**src/rtl/tty_pkg.sv**
```systemverilog
package tty_pkg;

    localparam int BUFFER_SIZE_DEF = 16;

    localparam logic [1:0] CMD_RECV = 2'd0;
    localparam logic [1:0] CMD_READ = 2'd1;
    localparam logic [1:0] CMD_XMIT = 2'd2;

    localparam logic [2:0] KIND_LINE  = 3'd0;
    localparam logic [2:0] KIND_DATA  = 3'd1;
    localparam logic [2:0] KIND_EOF   = 3'd2;
    localparam logic [2:0] KIND_EMPTY = 3'd3;
    localparam logic [2:0] KIND_INTR  = 3'd4;

    localparam logic [2:0] CFG_IFLAG = 3'd0;
    localparam logic [2:0] CFG_LFLAG = 3'd1;
    localparam logic [2:0] CFG_OFLAG = 3'd2;
    localparam logic [2:0] CFG_INTR  = 3'd3;
    localparam logic [2:0] CFG_ERASE = 3'd4;
    localparam logic [2:0] CFG_KILL  = 3'd5;
    localparam logic [2:0] CFG_EOF   = 3'd6;

    localparam logic [1:0] IFLAG_RST = 2'd1;
    localparam logic [4:0] LFLAG_RST = 5'd31;
    localparam logic [1:0] OFLAG_RST = 2'd3;
    localparam logic [7:0] INTR_RST  = 8'd3;
    localparam logic [7:0] ERASE_RST = 8'd8;
    localparam logic [7:0] KILL_RST  = 8'd21;
    localparam logic [7:0] EOF_RST   = 8'd4;

    localparam logic [7:0] CH_CARET = 8'h5E;
    localparam logic [7:0] CH_C     = 8'h43;
    localparam logic [7:0] CH_BS    = 8'h08;
    localparam logic [7:0] CH_SP    = 8'h20;
    localparam logic [7:0] CH_CR    = 8'h0D;
    localparam logic [7:0] CH_NL    = 8'h0A;

    typedef enum logic [1:0] {
        BSEL_CONST,
        BSEL_ITEM,
        BSEL_RDATA
    } bsel_t;

    typedef enum logic [3:0] {
        S_IDLE,
        S_DECODE,
        S_ECHO_B,
        S_TX_CR,
        S_INTR,
        S_CARET,
        S_CHAR_C,
        S_INTR_NL,
        S_RUB_BS1,
        S_RUB_SP,
        S_RUB_BS2,
        S_KILL,
        S_COMMIT,
        S_RD_EOF,
        S_RD_DATA,
        S_RD_EMPTY
    } state_t;

    typedef struct packed {
        logic       accept;
        logic       len_dec;
        logic       len_clear;
        logic       line_store;
        logic       ring_push;
        logic       ring_pop;
        logic       eof_set;
        logic       eof_clear;
        logic       commit_run;
        logic       emit;
        logic [2:0] kind;
        bsel_t      bsel;
        logic [7:0] cbyte;
        logic       last;
    } ctl_cmd_t;

    typedef struct packed {
        logic is_recv;
        logic is_read;
        logic is_xmit;
        logic intr_hit;
        logic raw;
        logic erase_hit;
        logic kill_hit;
        logic eof_hit;
        logic nl_hit;
        logic len_zero;
        logic ring_empty;
        logic eof_flag;
        logic commit_done;
        logic out_ready;
        logic echo;
        logic echoe;
        logic echo_nl;
        logic tx_crnl;
    } ctl_stat_t;

endpackage

```
**src/rtl/tty_ram.sv**
```systemverilog
module tty_ram #(
    parameter int WIDTH = 8,
    parameter int DEPTH = 16,
    localparam int AW = (DEPTH > 1) ? $clog2(DEPTH) : 1
) (
    input  logic             clk,
    input  logic             we,
    input  logic [AW-1:0]    waddr,
    input  logic [WIDTH-1:0] wdata,
    input  logic             re,
    input  logic [AW-1:0]    raddr,
    output logic [WIDTH-1:0] rdata
);

    logic [WIDTH-1:0] mem_reg [DEPTH];
    logic [WIDTH-1:0] rdata_reg;

    always_ff @(posedge clk)
    begin
        if (we)
        begin
            mem_reg[waddr] <= wdata;
        end
        if (re)
        begin
            rdata_reg <= mem_reg[raddr];
        end
    end

    assign rdata = rdata_reg;

endmodule

```
**src/rtl/tty_ctrl.sv**
```systemverilog
module tty_ctrl (
    input  logic               clk,
    input  logic               rst_n,
    input  logic               in_valid,
    output logic               in_stall,
    input  tty_pkg::ctl_stat_t stat,
    output tty_pkg::ctl_cmd_t  cmd
);

    tty_pkg::state_t state_reg, state_next;
    logic kill_reg, kill_next;
    logic commit_reg, commit_next;

    always_ff @(posedge clk or negedge rst_n)
    begin
        if (!rst_n)
        begin
            state_reg  <= tty_pkg::S_IDLE;
            kill_reg   <= 1'b0;
            commit_reg <= 1'b0;
        end
        else
        begin
            state_reg  <= state_next;
            kill_reg   <= kill_next;
            commit_reg <= commit_next;
        end
    end

    always_comb
    begin
        state_next  = state_reg;
        kill_next   = kill_reg;
        commit_next = commit_reg;
        unique case (state_reg)
            tty_pkg::S_IDLE:
            begin
                if (in_valid)
                begin
                    state_next = tty_pkg::S_DECODE;
                end
            end
            tty_pkg::S_DECODE:
            begin
                commit_next = 1'b0;
                kill_next   = 1'b0;
                state_next  = tty_pkg::S_IDLE;
                priority if (stat.is_recv)
                begin
                    priority if (stat.intr_hit)
                    begin
                        state_next = tty_pkg::S_INTR;
                    end
                    else if (stat.raw)
                    begin
                        if (stat.echo)
                        begin
                            state_next = tty_pkg::S_ECHO_B;
                        end
                    end
                    else if (stat.erase_hit)
                    begin
                        if (!stat.len_zero)
                        begin
                            priority if (stat.echoe)
                            begin
                                state_next = tty_pkg::S_RUB_BS1;
                            end
                            else if (stat.echo)
                            begin
                                state_next = tty_pkg::S_ECHO_B;
                            end
                            else
                            begin
                                state_next = tty_pkg::S_IDLE;
                            end
                        end
                    end
                    else if (stat.kill_hit)
                    begin
                        if (stat.echoe)
                        begin
                            kill_next  = 1'b1;
                            state_next = tty_pkg::S_KILL;
                        end
                    end
                    else if (stat.eof_hit)
                    begin
                        if (!stat.len_zero)
                        begin
                            state_next = tty_pkg::S_COMMIT;
                        end
                    end
                    else
                    begin
                        commit_next = stat.nl_hit;
                        priority if (stat.echo || (stat.echo_nl && stat.nl_hit))
                        begin
                            state_next = tty_pkg::S_ECHO_B;
                        end
                        else if (stat.nl_hit)
                        begin
                            state_next = tty_pkg::S_COMMIT;
                        end
                        else
                        begin
                            state_next = tty_pkg::S_IDLE;
                        end
                    end
                end
                else if (stat.is_read)
                begin
                    priority if (stat.eof_flag && stat.ring_empty)
                    begin
                        state_next = tty_pkg::S_RD_EOF;
                    end
                    else if (!stat.ring_empty)
                    begin
                        state_next = tty_pkg::S_RD_DATA;
                    end
                    else
                    begin
                        state_next = tty_pkg::S_RD_EMPTY;
                    end
                end
                else if (stat.is_xmit)
                begin
                    if (stat.tx_crnl && stat.nl_hit)
                    begin
                        state_next = tty_pkg::S_TX_CR;
                    end
                    else
                    begin
                        state_next = tty_pkg::S_ECHO_B;
                    end
                end
                else
                begin
                    state_next = tty_pkg::S_IDLE;
                end
            end
            tty_pkg::S_ECHO_B:
            begin
                if (stat.out_ready)
                begin
                    state_next = commit_reg ? tty_pkg::S_COMMIT : tty_pkg::S_IDLE;
                end
            end
            tty_pkg::S_TX_CR:
            begin
                if (stat.out_ready)
                begin
                    state_next = tty_pkg::S_ECHO_B;
                end
            end
            tty_pkg::S_INTR:
            begin
                if (stat.out_ready)
                begin
                    state_next = stat.echo ? tty_pkg::S_CARET : tty_pkg::S_IDLE;
                end
            end
            tty_pkg::S_CARET:
            begin
                if (stat.out_ready)
                begin
                    state_next = tty_pkg::S_CHAR_C;
                end
            end
            tty_pkg::S_CHAR_C:
            begin
                if (stat.out_ready)
                begin
                    state_next = tty_pkg::S_INTR_NL;
                end
            end
            tty_pkg::S_INTR_NL, tty_pkg::S_RD_EOF, tty_pkg::S_RD_DATA, tty_pkg::S_RD_EMPTY:
            begin
                if (stat.out_ready)
                begin
                    state_next = tty_pkg::S_IDLE;
                end
            end
            tty_pkg::S_RUB_BS1:
            begin
                if (stat.out_ready)
                begin
                    state_next = tty_pkg::S_RUB_SP;
                end
            end
            tty_pkg::S_RUB_SP:
            begin
                if (stat.out_ready)
                begin
                    state_next = tty_pkg::S_RUB_BS2;
                end
            end
            tty_pkg::S_RUB_BS2:
            begin
                if (stat.out_ready)
                begin
                    state_next = kill_reg ? tty_pkg::S_KILL : tty_pkg::S_IDLE;
                end
            end
            tty_pkg::S_KILL:
            begin
                state_next = stat.len_zero ? tty_pkg::S_IDLE : tty_pkg::S_RUB_BS1;
            end
            tty_pkg::S_COMMIT:
            begin
                if (stat.commit_done)
                begin
                    state_next = tty_pkg::S_IDLE;
                end
            end
            default:
            begin
                state_next = tty_pkg::S_IDLE;
            end
        endcase
    end

    always_comb
    begin
        cmd          = '0;
        cmd.bsel     = tty_pkg::BSEL_CONST;
        cmd.kind     = tty_pkg::KIND_LINE;
        in_stall     = (state_reg != tty_pkg::S_IDLE);
        unique case (state_reg)
            tty_pkg::S_IDLE:
            begin
                cmd.accept = in_valid;
            end
            tty_pkg::S_DECODE:
            begin
                if (stat.is_recv)
                begin
                    priority if (stat.intr_hit)
                    begin
                        cmd.len_clear = 1'b1;
                    end
                    else if (stat.raw)
                    begin
                        cmd.ring_push = 1'b1;
                    end
                    else if (stat.erase_hit)
                    begin
                        cmd.len_dec = !stat.len_zero;
                    end
                    else if (stat.kill_hit)
                    begin
                        cmd.len_clear = !stat.echoe;
                    end
                    else if (stat.eof_hit)
                    begin
                        cmd.eof_set = stat.len_zero;
                    end
                    else
                    begin
                        cmd.line_store = 1'b1;
                    end
                end
                else if (stat.is_read)
                begin
                    cmd.ring_pop = !(stat.eof_flag && stat.ring_empty) && !stat.ring_empty;
                end
            end
            tty_pkg::S_ECHO_B:
            begin
                cmd.emit = stat.out_ready;
                cmd.bsel = tty_pkg::BSEL_ITEM;
                cmd.last = 1'b1;
            end
            tty_pkg::S_TX_CR:
            begin
                cmd.emit  = stat.out_ready;
                cmd.cbyte = tty_pkg::CH_CR;
            end
            tty_pkg::S_INTR:
            begin
                cmd.emit = stat.out_ready;
                cmd.kind = tty_pkg::KIND_INTR;
                cmd.last = !stat.echo;
            end
            tty_pkg::S_CARET:
            begin
                cmd.emit  = stat.out_ready;
                cmd.cbyte = tty_pkg::CH_CARET;
            end
            tty_pkg::S_CHAR_C:
            begin
                cmd.emit  = stat.out_ready;
                cmd.cbyte = tty_pkg::CH_C;
            end
            tty_pkg::S_INTR_NL:
            begin
                cmd.emit  = stat.out_ready;
                cmd.cbyte = tty_pkg::CH_NL;
                cmd.last  = 1'b1;
            end
            tty_pkg::S_RUB_BS1:
            begin
                cmd.emit  = stat.out_ready;
                cmd.cbyte = tty_pkg::CH_BS;
            end
            tty_pkg::S_RUB_SP:
            begin
                cmd.emit  = stat.out_ready;
                cmd.cbyte = tty_pkg::CH_SP;
            end
            tty_pkg::S_RUB_BS2:
            begin
                cmd.emit  = stat.out_ready;
                cmd.cbyte = tty_pkg::CH_BS;
                cmd.last  = !kill_reg || stat.len_zero;
            end
            tty_pkg::S_KILL:
            begin
                cmd.len_dec = !stat.len_zero;
            end
            tty_pkg::S_COMMIT:
            begin
                cmd.commit_run = 1'b1;
                cmd.len_clear  = stat.commit_done;
            end
            tty_pkg::S_RD_EOF:
            begin
                cmd.emit      = stat.out_ready;
                cmd.eof_clear = stat.out_ready;
                cmd.kind      = tty_pkg::KIND_EOF;
                cmd.last      = 1'b1;
            end
            tty_pkg::S_RD_DATA:
            begin
                cmd.emit = stat.out_ready;
                cmd.kind = tty_pkg::KIND_DATA;
                cmd.bsel = tty_pkg::BSEL_RDATA;
                cmd.last = 1'b1;
            end
            tty_pkg::S_RD_EMPTY:
            begin
                cmd.emit = stat.out_ready;
                cmd.kind = tty_pkg::KIND_EMPTY;
                cmd.last = 1'b1;
            end
            default:
            begin
                cmd.accept = 1'b0;
            end
        endcase
    end

endmodule

```
**src/rtl/tty_dp.sv**
```systemverilog
module tty_dp #(
    parameter int BUFFER_SIZE = tty_pkg::BUFFER_SIZE_DEF
) (
    input  logic               clk,
    input  logic               rst_n,
    input  logic [1:0]         cmd_in,
    input  logic [7:0]         data_in,
    input  logic               cfg_we,
    input  logic [2:0]         cfg_index,
    input  logic [7:0]         cfg_data,
    input  logic               out_stall,
    output logic               out_valid,
    output logic [2:0]         kind,
    output logic [7:0]         byte_out,
    output logic               last,
    input  tty_pkg::ctl_cmd_t  cmd,
    output tty_pkg::ctl_stat_t stat
);

    localparam int RING_AW    = $clog2(BUFFER_SIZE);
    localparam int CNT_W      = $clog2(BUFFER_SIZE + 1);
    localparam int LEN_W      = $clog2(BUFFER_SIZE);
    localparam int LINE_DEPTH = BUFFER_SIZE - 1;
    localparam int LINE_AW    = (LINE_DEPTH > 1) ? $clog2(LINE_DEPTH) : 1;

    logic [1:0] iflag_reg;
    logic [4:0] lflag_reg;
    logic [1:0] oflag_reg;
    logic [7:0] intr_char_reg, erase_char_reg, kill_char_reg, eof_char_reg;

    logic [1:0] item_cmd_reg;
    logic [7:0] item_byte_reg, item_byte_next;

    logic [LEN_W-1:0]   line_len_reg, line_len_next;
    logic [LEN_W-1:0]   idx_reg, idx_next;
    logic               pend_reg;
    logic [RING_AW-1:0] head_reg, head_next;
    logic [RING_AW-1:0] tail_reg, tail_next;
    logic [CNT_W-1:0]   ring_count_reg, ring_count_next;
    logic               eof_flag_reg, eof_flag_next;

    logic       out_valid_reg;
    logic [2:0] kind_reg;
    logic [7:0] byte_out_reg;
    logic       last_reg;

    logic             line_full, ring_full, issue, push_en, out_ready;
    logic [7:0]       line_rdata, ring_rdata, ring_wdata, beat_byte;

    always_ff @(posedge clk or negedge rst_n)
    begin
        if (!rst_n)
        begin
            iflag_reg      <= tty_pkg::IFLAG_RST;
            lflag_reg      <= tty_pkg::LFLAG_RST;
            oflag_reg      <= tty_pkg::OFLAG_RST;
            intr_char_reg  <= tty_pkg::INTR_RST;
            erase_char_reg <= tty_pkg::ERASE_RST;
            kill_char_reg  <= tty_pkg::KILL_RST;
            eof_char_reg   <= tty_pkg::EOF_RST;
        end
        else if (cfg_we)
        begin
            unique case (cfg_index)
                tty_pkg::CFG_IFLAG: iflag_reg      <= cfg_data[1:0];
                tty_pkg::CFG_LFLAG: lflag_reg      <= cfg_data[4:0];
                tty_pkg::CFG_OFLAG: oflag_reg      <= cfg_data[1:0];
                tty_pkg::CFG_INTR:  intr_char_reg  <= cfg_data;
                tty_pkg::CFG_ERASE: erase_char_reg <= cfg_data;
                tty_pkg::CFG_KILL:  kill_char_reg  <= cfg_data;
                tty_pkg::CFG_EOF:   eof_char_reg   <= cfg_data;
                default:            iflag_reg      <= iflag_reg;
            endcase
        end
    end

    // map CR and NL on receive only
    always_comb
    begin
        item_byte_next = data_in;
        if (cmd_in == tty_pkg::CMD_RECV)
        begin
            priority if (data_in == tty_pkg::CH_CR && iflag_reg[0])
            begin
                item_byte_next = tty_pkg::CH_NL;
            end
            else if (data_in == tty_pkg::CH_NL && iflag_reg[1])
            begin
                item_byte_next = tty_pkg::CH_CR;
            end
            else
            begin
                item_byte_next = data_in;
            end
        end
    end

    always_ff @(posedge clk)
    begin
        if (cmd.accept)
        begin
            item_cmd_reg  <= cmd_in;
            item_byte_reg <= item_byte_next;
        end
    end

    assign line_full = (line_len_reg == LEN_W'(BUFFER_SIZE - 1));
    assign ring_full = (ring_count_reg == CNT_W'(BUFFER_SIZE));
    assign issue     = cmd.commit_run && (idx_reg != line_len_reg);
    assign push_en   = (cmd.ring_push || (cmd.commit_run && pend_reg)) && !ring_full;
    assign ring_wdata = cmd.commit_run ? line_rdata : item_byte_reg;
    assign out_ready = !out_valid_reg || !out_stall;

    always_comb
    begin
        line_len_next = line_len_reg;
        priority if (cmd.len_clear)
        begin
            line_len_next = '0;
        end
        else if (cmd.len_dec)
        begin
            line_len_next = line_len_reg - LEN_W'(1);
        end
        else if (cmd.line_store && !line_full)
        begin
            line_len_next = line_len_reg + LEN_W'(1);
        end
        else
        begin
            line_len_next = line_len_reg;
        end
    end

    always_comb
    begin
        idx_next = '0;
        if (cmd.commit_run)
        begin
            idx_next = issue ? idx_reg + LEN_W'(1) : idx_reg;
        end
    end

    always_comb
    begin
        head_next       = head_reg;
        tail_next       = tail_reg;
        ring_count_next = ring_count_reg;
        if (push_en)
        begin
            head_next = (head_reg == RING_AW'(BUFFER_SIZE - 1)) ? '0
                                                                : head_reg + RING_AW'(1);
            ring_count_next = ring_count_reg + CNT_W'(1);
        end
        if (cmd.ring_pop)
        begin
            tail_next = (tail_reg == RING_AW'(BUFFER_SIZE - 1)) ? '0
                                                                : tail_reg + RING_AW'(1);
            ring_count_next = ring_count_reg - CNT_W'(1);
        end
    end

    always_comb
    begin
        eof_flag_next = eof_flag_reg;
        priority if (cmd.eof_set)
        begin
            eof_flag_next = 1'b1;
        end
        else if (cmd.eof_clear)
        begin
            eof_flag_next = 1'b0;
        end
        else
        begin
            eof_flag_next = eof_flag_reg;
        end
    end

    always_ff @(posedge clk or negedge rst_n)
    begin
        if (!rst_n)
        begin
            line_len_reg   <= '0;
            idx_reg        <= '0;
            pend_reg       <= 1'b0;
            head_reg       <= '0;
            tail_reg       <= '0;
            ring_count_reg <= '0;
            eof_flag_reg   <= 1'b0;
            out_valid_reg  <= 1'b0;
        end
        else
        begin
            line_len_reg   <= line_len_next;
            idx_reg        <= idx_next;
            pend_reg       <= issue;
            head_reg       <= head_next;
            tail_reg       <= tail_next;
            ring_count_reg <= ring_count_next;
            eof_flag_reg   <= eof_flag_next;
            if (cmd.emit)
            begin
                out_valid_reg <= 1'b1;
            end
            else if (!out_stall)
            begin
                out_valid_reg <= 1'b0;
            end
        end
    end

    always_comb
    begin
        unique case (cmd.bsel)
            tty_pkg::BSEL_CONST: beat_byte = cmd.cbyte;
            tty_pkg::BSEL_ITEM:  beat_byte = item_byte_reg;
            tty_pkg::BSEL_RDATA: beat_byte = ring_rdata;
            default:             beat_byte = cmd.cbyte;
        endcase
    end

    always_ff @(posedge clk)
    begin
        if (cmd.emit)
        begin
            kind_reg     <= cmd.kind;
            byte_out_reg <= beat_byte;
            last_reg     <= cmd.last;
        end
    end

    tty_ram #(
        .WIDTH (8),
        .DEPTH (LINE_DEPTH)
    ) u_line_ram (
        .clk   (clk),
        .we    (cmd.line_store && !line_full),
        .waddr (line_len_reg[LINE_AW-1:0]),
        .wdata (item_byte_reg),
        .re    (issue),
        .raddr (idx_reg[LINE_AW-1:0]),
        .rdata (line_rdata)
    );

    tty_ram #(
        .WIDTH (8),
        .DEPTH (BUFFER_SIZE)
    ) u_ring_ram (
        .clk   (clk),
        .we    (push_en),
        .waddr (head_reg),
        .wdata (ring_wdata),
        .re    (cmd.ring_pop),
        .raddr (tail_reg),
        .rdata (ring_rdata)
    );

    always_comb
    begin
        stat             = '0;
        stat.is_recv     = (item_cmd_reg == tty_pkg::CMD_RECV);
        stat.is_read     = (item_cmd_reg == tty_pkg::CMD_READ);
        stat.is_xmit     = (item_cmd_reg == tty_pkg::CMD_XMIT);
        stat.intr_hit    = lflag_reg[0] && (item_byte_reg == intr_char_reg);
        stat.raw         = !lflag_reg[1];
        stat.erase_hit   = (item_byte_reg == erase_char_reg);
        stat.kill_hit    = (item_byte_reg == kill_char_reg);
        stat.eof_hit     = (item_byte_reg == eof_char_reg);
        stat.nl_hit      = (item_byte_reg == tty_pkg::CH_NL);
        stat.len_zero    = (line_len_reg == '0);
        stat.ring_empty  = (ring_count_reg == '0);
        stat.eof_flag    = eof_flag_reg;
        stat.commit_done = (idx_reg == line_len_reg) && !pend_reg;
        stat.out_ready   = out_ready;
        stat.echo        = lflag_reg[2];
        stat.echoe       = lflag_reg[3];
        stat.echo_nl     = lflag_reg[4];
        stat.tx_crnl     = oflag_reg[0] && oflag_reg[1];
    end

    assign out_valid = out_valid_reg;
    assign kind      = kind_reg;
    assign byte_out  = byte_out_reg;
    assign last      = last_reg;

`ifndef SYNTHESIS
    a_ring_bound: assert property (@(posedge clk) disable iff (!rst_n)
        ring_count_reg <= CNT_W'(BUFFER_SIZE))
        else $error("ring count above capacity");

    a_line_bound: assert property (@(posedge clk) disable iff (!rst_n)
        line_len_reg <= LEN_W'(BUFFER_SIZE - 1))
        else $error("line length above capacity");

    a_emit_room: assert property (@(posedge clk) disable iff (!rst_n)
        cmd.emit |-> out_ready)
        else $error("result loaded over a stalled beat");

    a_pop_count: assert property (@(posedge clk) disable iff (!rst_n)
        cmd.ring_pop |=> ring_count_reg == $past(ring_count_reg) - CNT_W'(1))
        else $error("ring pop did not drop count");

    a_commit_clear: assert property (@(posedge clk) disable iff (!rst_n)
        (cmd.commit_run && stat.commit_done) |=> line_len_reg == '0)
        else $error("line not cleared after commit");
`endif

endmodule

```
**src/rtl/tty_canonical_line_discipline.sv**
```systemverilog
// Terminal line discipline with canonical line editing.
// Input channel: in_valid/in_stall with cmd and data_in. One item is taken at a
// time; in_stall is low only while the block is idle.
// Output channel: out_valid/out_stall with kind, byte_out and last. Each result
// sits in one output register; last marks the final result of an item.
// Configuration: cfg_we writes cfg_data into register cfg_index; the user must do
// so only while idle, as the block itself does not enforce it.
// The first result is loaded into the output register by an output state after
// the decode state, or after the kill state for a kill with echo erase. Each
// result beat has its own output state, which waits while the receiver stalls;
// no new item is taken before the block is back in idle. A line commit moves one
// stored byte per cycle into the ring through the line store's registered read
// port. A kill with echo erase steps kill, backspace, space, backspace per byte.
// Reset clears the line, the ring pointers, the end-of-file mark and the
// output register and loads the default flags and control characters.
// A stalled receiver holds the current beat; the sequencer waits in its output states.
module tty_canonical_line_discipline #(
    parameter int BUFFER_SIZE = tty_pkg::BUFFER_SIZE_DEF
) (
    input  logic       clk,
    input  logic       rst_n,
    input  logic       in_valid,
    output logic       in_stall,
    input  logic [1:0] cmd,
    input  logic [7:0] data_in,
    output logic       out_valid,
    input  logic       out_stall,
    output logic [2:0] kind,
    output logic [7:0] byte_out,
    output logic       last,
    input  logic       cfg_we,
    input  logic [2:0] cfg_index,
    input  logic [7:0] cfg_data
);

    tty_pkg::ctl_cmd_t  ctl_cmd;
    tty_pkg::ctl_stat_t ctl_stat;

    tty_ctrl u_ctrl (
        .clk      (clk),
        .rst_n    (rst_n),
        .in_valid (in_valid),
        .in_stall (in_stall),
        .stat     (ctl_stat),
        .cmd      (ctl_cmd)
    );

    tty_dp #(
        .BUFFER_SIZE (BUFFER_SIZE)
    ) u_dp (
        .clk       (clk),
        .rst_n     (rst_n),
        .cmd_in    (cmd),
        .data_in   (data_in),
        .cfg_we    (cfg_we),
        .cfg_index (cfg_index),
        .cfg_data  (cfg_data),
        .out_stall (out_stall),
        .out_valid (out_valid),
        .kind      (kind),
        .byte_out  (byte_out),
        .last      (last),
        .cmd       (ctl_cmd),
        .stat      (ctl_stat)
    );

endmodule

```
**config.mk**
```make
export PLATFORM = sky130hd
export DESIGN_NAME = tty_canonical_line_discipline
export DESIGN_NICKNAME = d
export VERILOG_FILES = /design/src/rtl/tty_pkg.sv /design/src/rtl/tty_ram.sv /design/src/rtl/tty_ctrl.sv /design/src/rtl/tty_dp.sv /design/src/rtl/tty_canonical_line_discipline.sv
export SDC_FILE = /design/constraint.sdc
export NUM_CORES = 1
export LEC_CHECK = 0
export ABC_AREA = 1
export BUFFER_PORTS_ARGS = -buffer_cell sky130_fd_sc_hd__buf_4
export CELL_PAD_IN_SITES_DETAIL_PLACEMENT = 0
export CELL_PAD_IN_SITES_GLOBAL_PLACEMENT = 1
export CORE_ASPECT_RATIO = 2
export CORE_MARGIN = 4
export CORE_UTILIZATION = 50
export DETAILED_ROUTE_END_ITERATION = 6
export PLACE_DENSITY_LB_ADDON = 0.1
export SKIP_LAST_GASP = 1
export SLEW_MARGIN = 30
export SYNTH_ARGS = -nofsm -noshare
export SYNTH_HDL_FRONTEND = slang
export SYNTH_SLANG_ARGS = --single-unit
export TNS_END_PERCENT = 50
```
**constraint.sdc**
```tcl
create_clock -name clk -period 4.1 [get_ports clk]
set_clock_uncertainty 0.2 [all_clocks]
set_input_delay 1.23 -clock clk [delete_from_list [all_inputs] [get_ports clk]]
set_output_delay 1.23 -clock clk [all_outputs]
set_load 0.005 [all_outputs]
```
==> results.ini, run 1 <==
[status]
status = complete, no violations

[sta]
tns_ps = 0
finalSetupViolations = 0
post-route-period-util_pct = 82.47
hold_violations = 0
rsz0062_at_grt = false
slew_headroom_pct = 36.20
slew_violations = 0
worstMarginPinSlew_ps = 957.0
fmax_mhz = 295.8
min_period_ps = 3381

[yosys]
syn_nets = 1461
ys_seq_elements = 357
synth-simple-area-share_pct = 15.04
synth.area.mux_share_pct = 0
yosysTopAreaCell = edfxtp_1
synth_fa_ha_area_share_pct = 1.308
synth_top_family_by_area = simple AND/OR/NAND/NOR gates
synth.area.top_cells = edfxtp_1, dfrtp_1, nand2_1
yosysTopAreaCellShare_pct = 55.40
synth_top_flop_cell = edfxtp_1
synth_compound_area_share_pct = 11.17
synth_edf_count = 286
synth_cell_types = 48
synthArstFlopShare_pct = 19.89
synthCells = 1420
synth_area_mm2 = 0.01550
synth_xor_area_share_pct = 1.630
synth_seq_area_share_pct = 66.99
yosysWarningCount = 0
syn_area_per_cell_um2 = 10.92

[cts]
htree_levels = 1
post-cts-setup-buffer-count = 0
numCtsBuffers = 31
hold_buffers = 0
cts.clk_slew.worst_paths_ps = 70
clk_latency_ps = 590
cts_resized = 0
cts.sinks = 357
cts_tree = done
clock_path_buffers = 3
root_buffer = clkbuf_16

[finish]
design_area_mm2 = 0.01725
antenna_cells = 0
final_util_pct = 56.11
drive_gt1_share_pct = 11.76
largest_reg_flops = 128
finalNetCount = 1495
areaGrowthSynthToFinish_pct = 11.28

[worst_setup_path]
worstPathBufferInverterCount = 2
crit_family = simple AND/OR/NAND/NOR gates
crit_path_max_incr_delay_ps = 920
cp_max_fo = 21
crit_arrival_ps = 3390
end_kind = flip-flop
cp_common_cell = nand2_1
worstPathRequired_ps = 4110
cp-start-kind = flip-flop
crit_type = flip-flop to flip-flop
slowest_stage = edfxtp_1
path_cells = inv_2, nand2_1, nand2_1, nand2_1, nor2_1, nand2_1, nand2_1, nor2_1, nand2_1, inv_2, nand3_1, nor2_1

[routing]
drtAntennaViolNets = 0
drtIter0Drc = 560
drt-wirelength-per-cell_um = 24.39
wl_um = 45140
drc = 0
first_pass_iters = 7
vias = 10530
drt-vias-per-instance = 5.691

[global_routing]
grt.total_usage_pct = 26.44
grt_max_degree = 59
grt-ovfl-total = 0
first_global_vias = 10820
grt_pass1_wl_um = 66450
antenna_found_initial = 0

[pwr]
ir_worst_vdd_mv = 0.5008
p_leak_uw = 0.006485
power.density_mw_per_mm2 = 588.6

[place]
place_congestion = 0.9801
hpwl_um = 33460
portBuffers = 39
placedInstanceArea_mm2 = 0.01623

[die]
start_util_pct = 50.42
die-width_um = 132.5
core_mm2 = 0.03074
ioPinCount = 40
dieHeight_um = 257.0
dieArea_mm2 = 0.03405
fp-row-count = 91

[job]
cap_viol_max_count = 0

[hold_path]
holdCritPathClass = flip-flop to flip-flop

## synthesized netlist by cell type, types with 10 or more instances
cell type,count
ha_1,13
xnor2_1,18
edfxtp_1,286
nand3_1,50
inv_2,16
o21ai_0,175
dfrtp_1,56
o22ai_1,23
nor2_1,174
a21oi_1,58
clkbuf_1,50
a221oi_1,10
o221ai_1,21
inv_1,80
nand2_1,291
dfstp_2,15
## layout by cell type, fill, tap and decap left out, types with 5 or more instances in the layout
cell type,netlist,final
o21ai_0,175,169
xnor2_1,18,18
o221ai_1,21,21
nand2_1,291,291
nor2_1,174,174
a221oi_1,10,10
inv_2,16,16
clkinv_1,1,8
nand2_2,6,6
nor4_1,5,5
ha_1,13,13
xor2_1,9,9
o211ai_1,5,5
o22ai_1,23,23
dfstp_2,15,15
clkbuf_16,0,31
a21oi_1,58,58
edfxtp_1,286,286
clkinv_2,0,8
dfrtp_1,56,55
inv_1,80,79
buf_4,0,58
nand3_1,50,50
nor3_1,6,6
nand4_1,9,9
## tightest hold or removal path, delay by kind of cell (launching register included)
kind	cells	cell delay, ps
and+or+nand+nor	1	50
DFF	1	380
AOI/OAI and AO/OA	1	70
## stage by stage
stage / total power [uW] / hold slack, ps / std cells / setup slack (ps)
6_report: 10150 / 300.6 / 1851 / 718.8
5_1_grt: 10600 / 317.6 / 1851 / 453.0
4_1_cts: 10200 / 301.4 / 1851 / 738.3
3_5_place_dp: 7270 / 290.2 / 1793 / 772.3
3_3_place_gp: 7261 / 282.0 / 1793 / 868.7
2_1_floorplan: 6194 / 253.7 / 1420 / 1308
## cells by family (layout without fill, tap and decap cells)
group	Yosys count	in the layout
buffers and inverters	156	215
AOI/OAI and AO/OA	305	305
and+or+nand+nor	559	559
adders and majority gates	15	15
xor gates and xnor gates	28	28
DFF	357	357
## worst paths after layout
check                                            from                              to  slack, ps  depth (start not counted)
max in group asynchronous                       rst_n               u_dp.lflag_reg[1]       2710                          2
worst min-delay path                u_dp.iflag_reg[0]               u_dp.iflag_reg[0]        300                          2
worst max register to register  u_dp.item_byte_reg[0]  u_dp.u_line_ram.mem_reg[12][7]        720                         12
min in group asynchronous                       rst_n          u_dp.erase_char_reg[7]        340                          1
worst min register to register      u_dp.iflag_reg[0]               u_dp.iflag_reg[0]        300                          2
worst max-delay path            u_dp.item_byte_reg[0]  u_dp.u_line_ram.mem_reg[12][7]        720                         12
## layout make-up
| type | count | area [um^2] |
|---|---|---|
| Inverter | 98 | 372.9 |
| Multi-Input combinational cell | 907 | 4571 |
| Sequential cell | 357 | 10390 |
| Clock buffer | 34 | 787.0 |
| Timing Repair Buffer | 59 | 455.4 |
| Tap cell | 372 | 465.4 |
| Fill cell | 2686 | 13490 |
| Clock inverter | 24 | 214.0 |
## metal layers
| metal | global-route usage (%) | share of wire, % |
|---|---|---|
| met1 | 23.58 | 31 |
| met2 | 54.83 | 60 |
| met3 | 2.347 | 2.6 |
| met4 | 15.72 | 6.7 |
| met5 | 0 | 0 |
## where the power goes
part / leakage, uW / switching (uW) / total [uW] / internal [uW]
sequential: 0.00345 / 379 / 4810 / 4430
clock: 0.000493 / 1350 / 2940 / 1590
combinational: 0.00254 / 1670 / 2410 / 733
Power figures use the tool's default switching activity.
==> run 2: changes to the inputs <==
--- a/config.mk
+++ b/config.mk
@@ -11,7 +11,7 @@
 export CELL_PAD_IN_SITES_GLOBAL_PLACEMENT = 1
 export CORE_ASPECT_RATIO = 2
 export CORE_MARGIN = 4
-export CORE_UTILIZATION = 50
+export CORE_UTILIZATION = 45
 export DETAILED_ROUTE_END_ITERATION = 6
 export PLACE_DENSITY_LB_ADDON = 0.1
 export SKIP_LAST_GASP = 1
==> constraint.sdc (replaced) <==
create_clock -name clk -period 2.85 [get_ports clk]
set_clock_uncertainty 0.2 [all_clocks]
set_input_delay 0.855 -clock clk [delete_from_list [all_inputs] [get_ports clk]]
set_output_delay 0.855 -clock clk [all_outputs]
set_load 0.005 [all_outputs]
==> run 2 against run 1 <==
Effect of this change:
- first-iteration DRC count increased by 3.4%
- maximum frequency is 21% higher
- worst setup slack worse by 670 ps
- global-route usage is 2.5 points lower
- flip-flop and latch count unchanged
- clock power is 53% higher
- critical path depth decreased by 1
- via count rose by 2.2%
- count of clock-buffer cells in the layout is 11 higher
- core utilization is 2.5 points lower
- final area rose by 5.2%
- sequential share of layout area is 3.0 points lower
==> results.ini, run 2 (synthesized netlist as in run 1, its figures left out) <==
[status]
status = complete, no violations  ; unchanged

[worst_setup_path]
slowest_stage = nor2_1  ; was edfxtp_1
cp_common_cell = nand2_1  ; unchanged
worstPathBufferInverterCount = 1  ; was 2
cp-start-kind = flip-flop  ; unchanged
crit_path_max_incr_delay_ps = 690  ; was 920 ps
end_kind = flip-flop  ; unchanged
crit_type = flip-flop to flip-flop  ; unchanged
crit_family = simple AND/OR/NAND/NOR gates  ; unchanged
crit_arrival_ps = 2750  ; was 3390 ps
path_cells = buf_4, xnor2_1, nand2_1, nor2_1, nand2_1, nand2_1, nor2_1, nand2_1, nor2_1, nand2_1, nor2_1  ; was inv_2, nand2_1, nand2_1, nand2_1, nor2_1, nand2_1, nand2_1, nor2_1, nand2_1, inv_2, nand3_1, nor2_1
worstPathRequired_ps = 2800  ; was 4110 ps
cp_max_fo = 8  ; was 21

[global_routing]
grt.total_usage_pct = 23.90  ; was 26.44%
antenna_found_initial = 0  ; unchanged
grt_max_degree = 72  ; was 59
grt-ovfl-total = 0  ; unchanged
first_global_vias = 11100  ; was 10820
grt_pass1_wl_um = 67430  ; was 66450 um

[finish]
layout_commonest_cell = nand2_1  ; unchanged
largest_reg_flops = 128  ; unchanged
areaGrowthSynthToFinish_pct = 17.12  ; was 11.28%
multi_input_area_mm2 = 0.004571  ; unchanged
drive_gt1_share_pct = 17.29  ; was 11.76%
final_cell_mix = nand2_1, edfxtp_1, o21ai_0  ; was nand2_1, edfxtp_1, nor2_1
finalNetCount = 1589  ; was 1495
final_util_pct = 53.59  ; was 56.11%
nFillCells = 3021  ; was 2686
ff_latch_area_mm2 = 0.01039  ; unchanged
antenna_cells = 0  ; unchanged

[cts]
cts_tree = done  ; unchanged
root_buffer = clkbuf_16  ; unchanged
clock_path_buffers = 3  ; unchanged
hold_buffers = 0  ; unchanged
cts.clk_slew.worst_paths_ps = 70  ; about the same
numCtsBuffers = 34  ; was 31
cts.sinks = 357  ; unchanged
htree_levels = 2  ; was 1
clk_latency_ps = 530  ; was 590 ps

[routing]
first_pass_iters = 7  ; unchanged
vias = 10760  ; was 10530
drt-wirelength-per-cell_um = 22.53  ; was 24.39 um
drtAntennaViolNets = 0  ; unchanged
drt-vias-per-instance = 5.358  ; was 5.691
wl_um = 45270  ; was 45140 um
drtIter0Drc = 579  ; was 560
drc = 0  ; unchanged

[pwr]
pwr-share-clk_pct = 29.6  ; was 28.9%
intPower_uw = 10310  ; was 6750 uW
power_uw = 15230  ; was 10150 uW
pwr-share-comb_pct = 26.4  ; was 23.7%
ir_worst_vdd_mv = 0.6224  ; was 0.5008 mV
seq_power_share_pct = 44.0  ; was 47.4%
switching_share_pct = 32.29  ; was 33.53%
p_leak_uw = 0.006967  ; was 0.006485 uW
p_sw_uw = 4919  ; was 3405 uW
power.density_mw_per_mm2 = 839.1  ; was 588.6 mW/mm^2

[sta]
post-route-period-util_pct = 98.29  ; was 82.47%
fmax_mhz = 357.0  ; was 295.8 MHz
min_period_ps = 2801  ; was 3381 ps
fin_ws_ps = 48.66  ; was 718.8 ps
slew_violations = 0  ; unchanged
slew_headroom_pct = 41.42  ; was 36.20%
tns_ps = 0  ; unchanged
finalSetupViolations = 0  ; unchanged
worstMarginPinSlew_ps = 875.4  ; was 957.0 ps
rsz0062_at_grt = true  ; was false
whs_ps = 136.3  ; was 300.6 ps
hold_violations = 0  ; unchanged

[die]
start_util_pct = 45.76  ; was 50.42%
fp-row-count = 95  ; was 91
dieArea_mm2 = 0.03766  ; was 0.03405 mm^2
core_mm2 = 0.03388  ; was 0.03074 mm^2
ioPinCount = 40  ; unchanged
dieHeight_um = 270.5  ; was 257.0 um
die-width_um = 139.2  ; was 132.5 um

[hold_path]
holdCritPathClass = primary input to asynchronous set/reset pin  ; was flip-flop to flip-flop

[place]
hpwl_um = 33570  ; was 33460 um
pre_cts_slack_ps = -16.67  ; was 772.3 ps
place_congestion = 0.9105  ; was 0.9801
portBuffers = 39  ; unchanged

[job]
cap_viol_max_count = 0  ; unchanged

-- run 2: cell count changes in the layout (fill, tap and decap cells not counted), sizes merged --
cell / change
buf: +91
clkbuf: +11
clkinv: -6
inv: -2
-- run 2: layout make-up --
type | instances | share of cell area (%)
clock buffers | 45 | 5.086
clock inverters | 16 | 0.8959
inverters | 98 | 2.068
multi-input cells | 907 | 25.18
flip-flops and latches | 357 | 57.20
well taps | 436 | 3.005
repair buffers | 150 | 6.568
-- run 2: repair_timing --
action | CTS | global route
endpoints found under the setup margin | 2 | 122
cloned | 0 | 0
pin swaps | 0 | 3
resized for setup | 3 | 15
setup buffers | 0 | 2
-- run 2: path summary, 6_finish.rpt --
path / cells past startpoint / startpoint / slack (ps) / end
max: 11 / u_dp.item_byte_reg[1] / 50 / u_dp.u_line_ram.mem_reg[6][2]
min: 2 / rst_n / 140 / u_dp.kill_char_reg[1]
max reg2reg: 11 / u_dp.item_byte_reg[1] / 50 / u_dp.u_line_ram.mem_reg[6][2]
min reg2reg: 2 / u_dp.oflag_reg[1] / 290 / u_dp.oflag_reg[1]
max in group asynchronous: 2 / rst_n / 1910 / u_dp.head_reg[1]
min in group clk: 2 / u_dp.oflag_reg[1] / 290 / u_dp.oflag_reg[1]
-- run 2: worst reg2reg max path: stages (launching register included) --
cell	delay (ps)
edfxtp_1	450
buf_4	200
xnor2_1	130
nand2_1	60
nor2_1	50
nand2_1	130
nand2_1	60
nor2_1	90
nand2_1	90
nor2_1	120
nand2_1	140
nor2_1	690
-- run 2: layer usage --
metal / up-vias / track usage [%] / share of wire (%)
li1: 5206 / - / -
met3: 98 / 2.050 / 2.0
met5: - / 0 / 0
met4: 0 / 13.81 / 6.6
met2: 215 / 48.95 / 59
met1: 5245 / 22.07 / 32
-- run 2: power by group through the flow --
stage | registers (uW) | clock network [uW] | logic, uW
2_1_floorplan | 6760 | 0 | 2150
3_3_place_gp | 6800 | 0 | 3970
3_5_place_dp | 6800 | 0 | 4000
4_1_cts | 6700 | 4600 | 4030
5_1_grt | 6750 | 4780 | 4410
6_report | 6710 | 4510 | 4020
-- run 2: per-stage QoR --
step	instance area (um^2)	cells
floorplan	15500	1420
global placement	17000	1946
detailed placement	17000	1946
CTS	18090	2007
global route	18150	2009
finish	18150	2009
